==> src/hdl/assert_macros.svh <==
// Assertion helpers for the RTL; clocked on clk, held off during reset.
`ifndef ASSERT_MACROS_SVH
`define ASSERT_MACROS_SVH

// Property that must hold at every clock edge.
`define ASSERT_CLK(lbl, prop, msg) \
    lbl: assert property (@(posedge clk) disable iff (!rst_n) (prop)) else $error(msg);

// Consequent must hold in the cycle after the antecedent.
`define ASSERT_NEXT(lbl, ante, cons, msg) \
    lbl: assert property (@(posedge clk) disable iff (!rst_n) (ante) |=> (cons)) else $error(msg);

`endif

==> src/hdl/casq_pkg.sv <==
`timescale 1ns / 1ps
// ----------------------------------------------------------------------------
// casq_pkg
// Types and constants of the class-aware service queue.
// ----------------------------------------------------------------------------
package casq_pkg;

    localparam int QUEUE_DEPTH = 128;
    localparam int LEN_W       = $clog2(QUEUE_DEPTH + 1);

    typedef enum logic [1:0] {
        OP_ENQ         = 2'd0,
        OP_SERVE_HEAD  = 2'd1,
        OP_SERVE_CLASS = 2'd2,
        OP_PEEK        = 2'd3
    } casq_op_t;

    typedef enum logic [1:0] {
        ST_DONE      = 2'd0,
        ST_FULL      = 2'd1,
        ST_NOT_FOUND = 2'd2,
        ST_RANGE     = 2'd3
    } casq_status_t;

    localparam logic [1:0] CLS_STUDENT = 2'd0;
    localparam logic [1:0] CLS_PARENT  = 2'd1;
    localparam logic [1:0] CLS_TEACHER = 2'd2;

    typedef enum logic {
        S_IDLE = 1'b0,
        S_EXEC = 1'b1
    } casq_state_t;

    typedef struct packed {
        logic [15:0] id;
        logic [1:0]  cls;
    } casq_entry_t;

    typedef struct packed {
        logic load;   // take the incoming item
        logic shift;  // take the neighbour's entry
    } casq_cell_ctrl_t;

endpackage

==> src/hdl/casq_req_if.sv <==
`timescale 1ns / 1ps
// ----------------------------------------------------------------------------
// casq_req_if
// Request channel: one operation per item.
// ----------------------------------------------------------------------------
interface casq_req_if;
    logic        valid;
    logic        ready;
    logic [1:0]  op;
    logic [15:0] entry_id;
    logic [1:0]  entry_class;
    logic [6:0]  position;

    modport source (output valid, output op, output entry_id, output entry_class,
                    output position, input ready);
    modport sink   (input valid, input op, input entry_id, input entry_class,
                    input position, output ready);
endinterface

==> src/hdl/casq_rsp_if.sv <==
`timescale 1ns / 1ps
// ----------------------------------------------------------------------------
// casq_rsp_if
// Response channel: one result item per request.
// ----------------------------------------------------------------------------
interface casq_rsp_if;
    logic        valid;
    logic        ready;
    logic [1:0]  status;
    logic [15:0] result_id;
    logic [1:0]  result_class;
    logic [7:0]  queue_length;
    logic [15:0] served_students;
    logic [15:0] served_parents;
    logic [15:0] served_teachers;

    modport source (output valid, output status, output result_id, output result_class,
                    output queue_length, output served_students, output served_parents,
                    output served_teachers, input ready);
    modport sink   (input valid, input status, input result_id, input result_class,
                    input queue_length, input served_students, input served_parents,
                    input served_teachers, output ready);
endinterface

==> src/hdl/casq_cell.sv <==
`timescale 1ns / 1ps
// ----------------------------------------------------------------------------
// casq_cell
// One queue slot: holds an entry, loads a new one or takes its neighbour's.
// ----------------------------------------------------------------------------
module casq_cell
    import casq_pkg::*;
(
    input  logic            clk,
    input  casq_cell_ctrl_t ctrl,
    input  casq_entry_t     new_entry,
    input  casq_entry_t     nbr_entry,
    input  logic [1:0]      want_cls,
    output casq_entry_t     entry,
    output logic            cls_match
);

    casq_entry_t entry_reg;
    casq_entry_t entry_next;

    always_comb
    begin
        priority if (ctrl.shift)
        begin
            entry_next = nbr_entry;
        end
        else if (ctrl.load)
        begin
            entry_next = new_entry;
        end
        else
        begin
            entry_next = entry_reg;
        end
    end

    always_ff @(posedge clk)
    begin
        entry_reg <= entry_next;
    end

    assign entry     = entry_reg;
    assign cls_match = (entry_reg.cls == want_cls);

endmodule

==> src/hdl/class_aware_service_queue.sv <==
`timescale 1ns / 1ps
// ----------------------------------------------------------------------------
// class_aware_service_queue
// Bounded FIFO of tagged entries with serve-by-class, built as a row of cells.
// ----------------------------------------------------------------------------
// Usage:
//   req carries one operation per item: enqueue, serve head, serve the oldest
//   entry of a class, or peek a position. rsp returns exactly one result item
//   per request with status, the entry served or peeked, the length after the
//   operation and the three saturating served counters.
// Timing:
//   For each item, the accept cycle registers the request, the
//   execute cycle matches every cell in parallel, picks the first hit with a
//   prefix-OR mask and shifts the cells from the hit onwards down by one
//   in a single step. The result is registered at the end of the execute
//   cycle and is on rsp the cycle after; no new item is taken while one executes.
// Reset:
//   Length and counters clear; slot contents are not reset and are only ever
//   read below the current length. No clearing pass is needed.
// Stall:
//   A result waits in the output register while rsp.ready is low; a new item
//   is accepted only once that register is free or being emptied that cycle.
// ----------------------------------------------------------------------------
`include "assert_macros.svh"

module class_aware_service_queue
    import casq_pkg::*;
(
    input  logic        clk,
    input  logic        rst_n,
    casq_req_if.sink    req,
    casq_rsp_if.source  rsp
);

    casq_state_t state_reg;
    casq_state_t state_next;
    logic        accept;
    logic        exec_en;

    casq_op_t    op_reg;
    casq_entry_t new_reg;
    logic [6:0]  pos_reg;

    logic [LEN_W-1:0] occ_reg;
    logic [LEN_W-1:0] occ_next;
    logic [15:0]      stu_reg;
    logic [15:0]      par_reg;
    logic [15:0]      tea_reg;

    logic         rsp_valid_reg;
    casq_status_t status_reg;
    casq_entry_t  res_reg;
    logic [7:0]   len_reg;

    casq_entry_t     cell_entry [QUEUE_DEPTH];
    logic            cell_match [QUEUE_DEPTH];
    casq_cell_ctrl_t cell_ctrl  [QUEUE_DEPTH];

    logic [QUEUE_DEPTH-1:0] hit;
    logic [QUEUE_DEPTH-1:0] tail_mask;
    logic [QUEUE_DEPTH-1:0] sel;
    logic                   found;
    logic                   is_serve;
    logic                   serve_go;
    logic                   enq_go;
    logic                   full;
    casq_entry_t            hit_entry;
    casq_status_t           status_next;

    // ---------------- control ----------------
    always_comb
    begin
        unique case (state_reg)
            S_IDLE:  state_next = accept ? S_EXEC : S_IDLE;
            S_EXEC:  state_next = S_IDLE;
            default: state_next = S_IDLE;
        endcase
    end

    always_comb
    begin
        req.ready = 1'b0;
        exec_en   = 1'b0;
        unique case (state_reg)
            S_IDLE:  req.ready = !rsp_valid_reg || rsp.ready;
            S_EXEC:  exec_en   = 1'b1;
            default: req.ready = 1'b0;
        endcase
    end

    assign accept = req.valid && req.ready;

    always_ff @(posedge clk or negedge rst_n)
    begin
        if (!rst_n)
        begin
            state_reg <= S_IDLE;
        end
        else
        begin
            state_reg <= state_next;
        end
    end

    always_ff @(posedge clk)
    begin
        if (accept)
        begin
            op_reg      <= casq_op_t'(req.op);
            new_reg.id  <= req.entry_id;
            new_reg.cls <= req.entry_class;
            pos_reg     <= req.position;
        end
    end

    // ---------------- cell row ----------------
    for (genvar i = 0; i < QUEUE_DEPTH; i++)
    begin : g_cell
        logic occupied;
        logic cond;

        assign occupied = (occ_reg > LEN_W'(i));

        always_comb
        begin
            unique case (op_reg)
                OP_SERVE_HEAD:  cond = (i == 0);
                OP_SERVE_CLASS: cond = cell_match[i];
                OP_PEEK:        cond = (32'(pos_reg) == i);
                default:        cond = 1'b0;
            endcase
        end

        assign hit[i]             = occupied && cond;
        assign cell_ctrl[i].shift = serve_go && tail_mask[i];
        assign cell_ctrl[i].load  = enq_go && (occ_reg == LEN_W'(i));

        if (i == QUEUE_DEPTH - 1)
        begin : g_last
            casq_cell u_cell (
                .clk       (clk),
                .ctrl      (cell_ctrl[i]),
                .new_entry (new_reg),
                .nbr_entry ('0),
                .want_cls  (new_reg.cls),
                .entry     (cell_entry[i]),
                .cls_match (cell_match[i])
            );
        end
        else
        begin : g_mid
            casq_cell u_cell (
                .clk       (clk),
                .ctrl      (cell_ctrl[i]),
                .new_entry (new_reg),
                .nbr_entry (cell_entry[i+1]),
                .want_cls  (new_reg.cls),
                .entry     (cell_entry[i]),
                .cls_match (cell_match[i])
            );
        end
    end

    // first hit and everything behind it
    always_comb
    begin
        tail_mask[0] = hit[0];
        for (int i = 1; i < QUEUE_DEPTH; i++)
        begin
            tail_mask[i] = tail_mask[i-1] | hit[i];
        end
    end

    assign sel   = hit & ~{tail_mask[QUEUE_DEPTH-2:0], 1'b0};
    assign found = |hit;

    always_comb
    begin
        hit_entry = '0;
        for (int i = 0; i < QUEUE_DEPTH; i++)
        begin
            hit_entry = hit_entry | (sel[i] ? cell_entry[i] : '0);
        end
    end

    assign full     = (occ_reg >= LEN_W'(QUEUE_DEPTH));
    assign is_serve = (op_reg == OP_SERVE_HEAD) || (op_reg == OP_SERVE_CLASS);
    assign serve_go = exec_en && is_serve && found;
    assign enq_go   = exec_en && (op_reg == OP_ENQ) && !full;

    always_comb
    begin
        unique case (op_reg)
            OP_ENQ:         status_next = full ? ST_FULL : ST_DONE;
            OP_SERVE_HEAD,
            OP_SERVE_CLASS: status_next = found ? ST_DONE : ST_NOT_FOUND;
            OP_PEEK:        status_next = found ? ST_DONE : ST_RANGE;
            default:        status_next = ST_DONE;
        endcase
    end

    always_comb
    begin
        priority if (serve_go)
        begin
            occ_next = occ_reg - 1'b1;
        end
        else if (enq_go)
        begin
            occ_next = occ_reg + 1'b1;
        end
        else
        begin
            occ_next = occ_reg;
        end
    end

    // ---------------- length and counters ----------------
    always_ff @(posedge clk or negedge rst_n)
    begin
        if (!rst_n)
        begin
            occ_reg <= '0;
            stu_reg <= '0;
            par_reg <= '0;
            tea_reg <= '0;
        end
        else
        begin
            occ_reg <= occ_next;
            if (serve_go)
            begin
                if (hit_entry.cls == CLS_STUDENT && stu_reg != 16'hFFFF)
                begin
                    stu_reg <= stu_reg + 16'd1;
                end
                if (hit_entry.cls == CLS_PARENT && par_reg != 16'hFFFF)
                begin
                    par_reg <= par_reg + 16'd1;
                end
                if (hit_entry.cls == CLS_TEACHER && tea_reg != 16'hFFFF)
                begin
                    tea_reg <= tea_reg + 16'd1;
                end
            end
        end
    end

    // ---------------- result register ----------------
    always_ff @(posedge clk or negedge rst_n)
    begin
        if (!rst_n)
        begin
            rsp_valid_reg <= 1'b0;
        end
        else if (exec_en)
        begin
            rsp_valid_reg <= 1'b1;
        end
        else if (rsp.ready)
        begin
            rsp_valid_reg <= 1'b0;
        end
    end

    always_ff @(posedge clk)
    begin
        if (exec_en)
        begin
            status_reg <= status_next;
            res_reg    <= (found && op_reg != OP_ENQ) ? hit_entry : '0;
            len_reg    <= occ_next[7:0];
        end
    end

    assign rsp.valid           = rsp_valid_reg;
    assign rsp.status          = status_reg;
    assign rsp.result_id       = res_reg.id;
    assign rsp.result_class    = res_reg.cls;
    assign rsp.queue_length    = len_reg;
    assign rsp.served_students = stu_reg;
    assign rsp.served_parents  = par_reg;
    assign rsp.served_teachers = tea_reg;

    // ---------------- checks ----------------
    `ASSERT_CLK(a_occ_bound, occ_reg <= LEN_W'(QUEUE_DEPTH), "length beyond queue depth")
    `ASSERT_NEXT(a_accept_exec, accept, state_reg == S_EXEC, "accepted item not executed")
    `ASSERT_NEXT(a_exec_result, exec_en, rsp_valid_reg, "execute cycle left no result")
    `ASSERT_NEXT(a_occ_hold, !exec_en, $stable(occ_reg), "length moved outside execute")
    `ASSERT_CLK(a_one_hit, $onehot0(sel), "more than one cell selected")

endmodule
==> src/flat_wrapper.sv <==
// flat-port wrapper written by rule: the top's interface ports become plain ports
module class_aware_service_queue_flat import casq_pkg::*;
  (clk, rst_n, req_valid, req_op, req_entry_id, req_entry_class, req_position, req_ready, rsp_valid, rsp_status, rsp_result_id, rsp_result_class, rsp_queue_length, rsp_served_students, rsp_served_parents, rsp_served_teachers, rsp_ready);
  casq_req_if req_i ();
  casq_rsp_if rsp_i ();
  input  logic clk;
  input  logic rst_n;
  input wire logic [$bits(req_i.valid)-1:0] req_valid;
  input wire logic [$bits(req_i.op)-1:0] req_op;
  input wire logic [$bits(req_i.entry_id)-1:0] req_entry_id;
  input wire logic [$bits(req_i.entry_class)-1:0] req_entry_class;
  input wire logic [$bits(req_i.position)-1:0] req_position;
  output wire logic [$bits(req_i.ready)-1:0] req_ready;
  output wire logic [$bits(rsp_i.valid)-1:0] rsp_valid;
  output wire logic [$bits(rsp_i.status)-1:0] rsp_status;
  output wire logic [$bits(rsp_i.result_id)-1:0] rsp_result_id;
  output wire logic [$bits(rsp_i.result_class)-1:0] rsp_result_class;
  output wire logic [$bits(rsp_i.queue_length)-1:0] rsp_queue_length;
  output wire logic [$bits(rsp_i.served_students)-1:0] rsp_served_students;
  output wire logic [$bits(rsp_i.served_parents)-1:0] rsp_served_parents;
  output wire logic [$bits(rsp_i.served_teachers)-1:0] rsp_served_teachers;
  input wire logic [$bits(rsp_i.ready)-1:0] rsp_ready;
  assign req_i.valid = req_valid;
  assign req_i.op = req_op;
  assign req_i.entry_id = req_entry_id;
  assign req_i.entry_class = req_entry_class;
  assign req_i.position = req_position;
  assign req_ready = req_i.ready;
  assign rsp_valid = rsp_i.valid;
  assign rsp_status = rsp_i.status;
  assign rsp_result_id = rsp_i.result_id;
  assign rsp_result_class = rsp_i.result_class;
  assign rsp_queue_length = rsp_i.queue_length;
  assign rsp_served_students = rsp_i.served_students;
  assign rsp_served_parents = rsp_i.served_parents;
  assign rsp_served_teachers = rsp_i.served_teachers;
  assign rsp_i.ready = rsp_ready;
  class_aware_service_queue u_core (.clk(clk), .rst_n(rst_n), .req(req_i), .rsp(rsp_i));
endmodule
==> config.mk <==
export PLATFORM = sky130hd
export DESIGN_NAME = class_aware_service_queue_flat
export DESIGN_NICKNAME = d
export VERILOG_FILES = /design/src/hdl/casq_pkg.sv /design/src/hdl/casq_req_if.sv /design/src/hdl/casq_rsp_if.sv /design/src/hdl/casq_cell.sv /design/src/hdl/class_aware_service_queue.sv /design/src/flat_wrapper.sv
export VERILOG_INCLUDE_DIRS = /design/src /design/src/hdl
export SDC_FILE = /design/constraint.sdc
export NUM_CORES = 2
export LEC_CHECK = 0
export ABC_CLOCK_PERIOD_IN_PS = 21000
export BUFFER_PORTS_ARGS = -buffer_cell sky130_fd_sc_hd__buf_2
export CORE_MARGIN = 4
export CORE_UTILIZATION = 39
export DETAILED_ROUTE_END_ITERATION = 6
export GPL_TIMING_DRIVEN = 1
export PLACE_DENSITY = 0.5
export SYNTH_ARGS = -nofsm -noshare
export SYNTH_HDL_FRONTEND = slang
export SYNTH_HIERARCHICAL = 1
export SYNTH_SLANG_ARGS = --single-unit
==> constraint.sdc <==
create_clock -name clk -period 21 [get_ports clk]
set_clock_uncertainty 0.1 [all_clocks]
set_input_delay 2.1 -clock clk [delete_from_list [all_inputs] [get_ports clk]]
set_output_delay 2.1 -clock clk [all_outputs]
set_load 0.005 [all_outputs]
==> results.toml <==
[outcome]
status = "complete, but fails checks"
failed_checks = "DRC, capacitance limit, slew limit"

[drt]
drc_errors = 5
drtAntennaViolNets = 0
via_per_inst = 7.23
drt_iter0_markers = 22300
wl_per_cell_um = 57.8
route.vias.total = 104000
routed_wl_um = 829000
dr.pass1.iters = 7

[floorplanning]
io_pins = 109
die_y_um = 593
fp.dieArea_um2 = 352000
fp-row-count = 214
core_um2 = 340000
fp.dieW_um = 593
start_util_pct = 39.2

[power_and_ir_drop]
max-vdd-ir-drop_mv = 0.0616
finalPower_mw = 14.5
p_per_area_nw_per_um2 = 96.9
p_leak_nw = 51.6

[synth]
synth_top_area_cell = "edfxtp_1"
synth.distinct_cells = 108
seq_area_frac_synth_pct = 54.2
yosys.area_share.simple_pct = 7.69
synth_compound_gate_area_share_pct = 9.07
yosysMostFrequentCell = "edfxtp_1"
ys_top_cells_by_area = "edfxtp_1, mux2_4, mux2_2"
synth_edf_count = 2359
yosys_warnings = 6
synth_cells = 9141
syn_avg_cell_area_um2 = 14.6
syn_area_um2 = 133000
synth-seq-cells = 2417
synth_top_family_by_area = "multiplexers"
ys_top_cells_by_count = "edfxtp_1, mux2_2, mux2_4, a22oi_1, nor2_1"
synth_mux_area_share_pct = 22.7
synth.top_cell.area_share_pct = 53.1
synthArstFlopShare_pct = 2.40
synth_fa_ha_area_share_pct = 0.103
synthFlopType = "edfxtp_1"
synth-xor-area-share_pct = 2.02

[clock_network]
root_buffer = "clkbuf_16"
cts_resized = 0
clock_latency_ns = 1.00
cts.reportedPaths.clkPinSlew_ns = 0.06
cts_setup_buffers = 0
cts_tree = "yes"
clockBufferDepth = 4
hold_buffers = 0
htree_levels = 5
numCtsBuffers = 300
clock-sinks = 2417

[grt]
grt_usage_pct = 45.4
antenna_found_initial = 159
grt_overflow = 0
grt_max_degree = 136
grt_pass1_vias = 92100
grt_pass1_wl_um = 1040000

[sta]
finalSetupViolations = 0
period_share_pct = 45.1
period_minus_slack_ns = 9.47
fin_setup_tns_ns = 0
hold_violations = 0
rsz0062_at_grt = "false"
slew_viol_final = 116
fmax_ghz = 0.106
slew-limit-headroom_pct = -8.99
finalWorstSetupSlack_ns = 11.53
worstMarginPinSlew_ns = 1.63

[cells_and_area]
final_layout_size_suffix_gt1_share_pct = 38.2
area_growth_pct = 11.9
layoutNonFillerInstCount = 14300
final_nets = 9512
largest_register_ff_count = 2286

[setup_path]
path_max_fanout = 135
timing.rr.end = "u_core/g_cell[75].g_mid.u_cell/entry[9]"
reg2reg_depth = 16
cp.required_ns = 21.46
cp-start-kind = "register"
path_class = "reg -> reg"
end_kind = "register"
rr_startpoint = "u_core/new_reg[0]"
reg2reg_setup_slack_ns = 11.53
crit_arrival_ns = 9.94

[placed_design]
pre_cts_ws_ns = 11.82
dpl.cell_count = 13700
hpwl_um = 611000
numPortBuffers = 108
gp_congestion = 1.11

[flow_run]
maxCapViolations = 6

[worst_hold_path]
min_from = "u_core/rsp.served_parents[6]"
hold_path_class = "reg -> reg"
hold_path_depth = 1
hold_end = "u_core/rsp.served_parents[6]"
final cells by class:
class	instances	area, um^2
flip-flops and latches	2417	72300
clock inverters	145	1190
multi-input cells	6101	57300
well taps	4536	5680
clock buffers	386	7990
inverters	41	154
repair buffers	609	4420
diodes	101	253
fillers	31000	191000
worst max path at each step:
stage	startpoint	to	cells after the start
final	u_core/new_reg[0]	u_core/g_cell[75].g_mid.u_cell/entry[9]	16
after global routing	u_core/new_reg[1]	u_core/g_cell[81].g_mid.u_cell/entry[16]	17
after CTS	u_core/new_reg[1]	u_core/g_cell[81].g_mid.u_cell/entry[1]	17
after detailed placement	u_core/new_reg[1]	u_core/g_cell[72].g_mid.u_cell/entry[17]	17
after global placement	u_core/new_reg[1]	u_core/g_cell[81].g_mid.u_cell/entry[16]	17
after floorplan	u_core/new_reg[1]	u_core/g_cell[69].g_mid.u_cell/entry[0]	19
power by group:
part	total [mW]	switching, mW	internal [mW]
Combinational	2.96	1.96	1.01
Sequential	6.38	0.524	5.85
Clock	5.12	2.27	2.85
worst max-delay path, stage by stage (launching register included):
cell	delay (ns)
edfxtp_1	0.38
buf_12	0.58
buf_12	0.69
xor2_1	0.14
nor2_1	0.57
a32oi_1	0.10
nor3b_1	1.16
nand4b_1	0.32
nor3b_2	0.08
buf_4	0.23
nand2_1	0.11
nor2_1	0.11
nand3_1	0.40
nand3_4	0.68
buf_12	0.50
a21oi_4	1.12
or2_1	1.31
through the flow:
step | instance area [um^2] | hold WS, ns | utilization [%]
5_1_grt | 149000 | 0.402 | 43.8
6_report | 149000 | 0.384 | 43.9
4_1_cts | 149000 | 0.390 | 43.8
3_3_place_gp | 140000 | 0.373 | 41.1
3_5_place_dp | 140000 | 0.377 | 41.1
2_1_floorplan | 133000 | 0.377 | -
layer usage:
metal	global-route usage (%)	share of wire (%)	wire (um)	up-vias
li1	-	-	-	37400
met5	0.663	0.099	823	-
met1	59.7	38	317000	54700
met4	25.9	7.0	58000	70
met3	20.4	15	127000	1726
met2	61.3	39	326000	9737
layout by cell type (no fill, tap or decap), drive strengths merged, types with 23 or more instances in the layout:
master	n
a211oi	42
a21oi	164
a221o	39
a221oi	155
a222oi	140
a22o	198
a22oi	453
a31oi	36
a32o	38
a32oi	44
and2	82
and3	100
and4	23
buf	609
clkbuf	386
clkinv	107
dfrtp	58
diode	101
edfxtp	2359
inv	59
mux2	2307
nand2	385
nand3	247
nand4	127
nor2	425
nor3	145
nor4	75
nor4b	25
o21ai	62
or2	148
xor2	287
kinds of logic after synthesis:
group / Yosys count
muxes: 2308
buffers and inverters: 640
adders and majority gates: 11
AOI/OAI and AO/OA: 1530
xor gates and xnor gates: 307
DFF: 2417
other: 1
and+or+nand+nor: 1927
No activity file was read; power rests on OpenSTA's default activity.
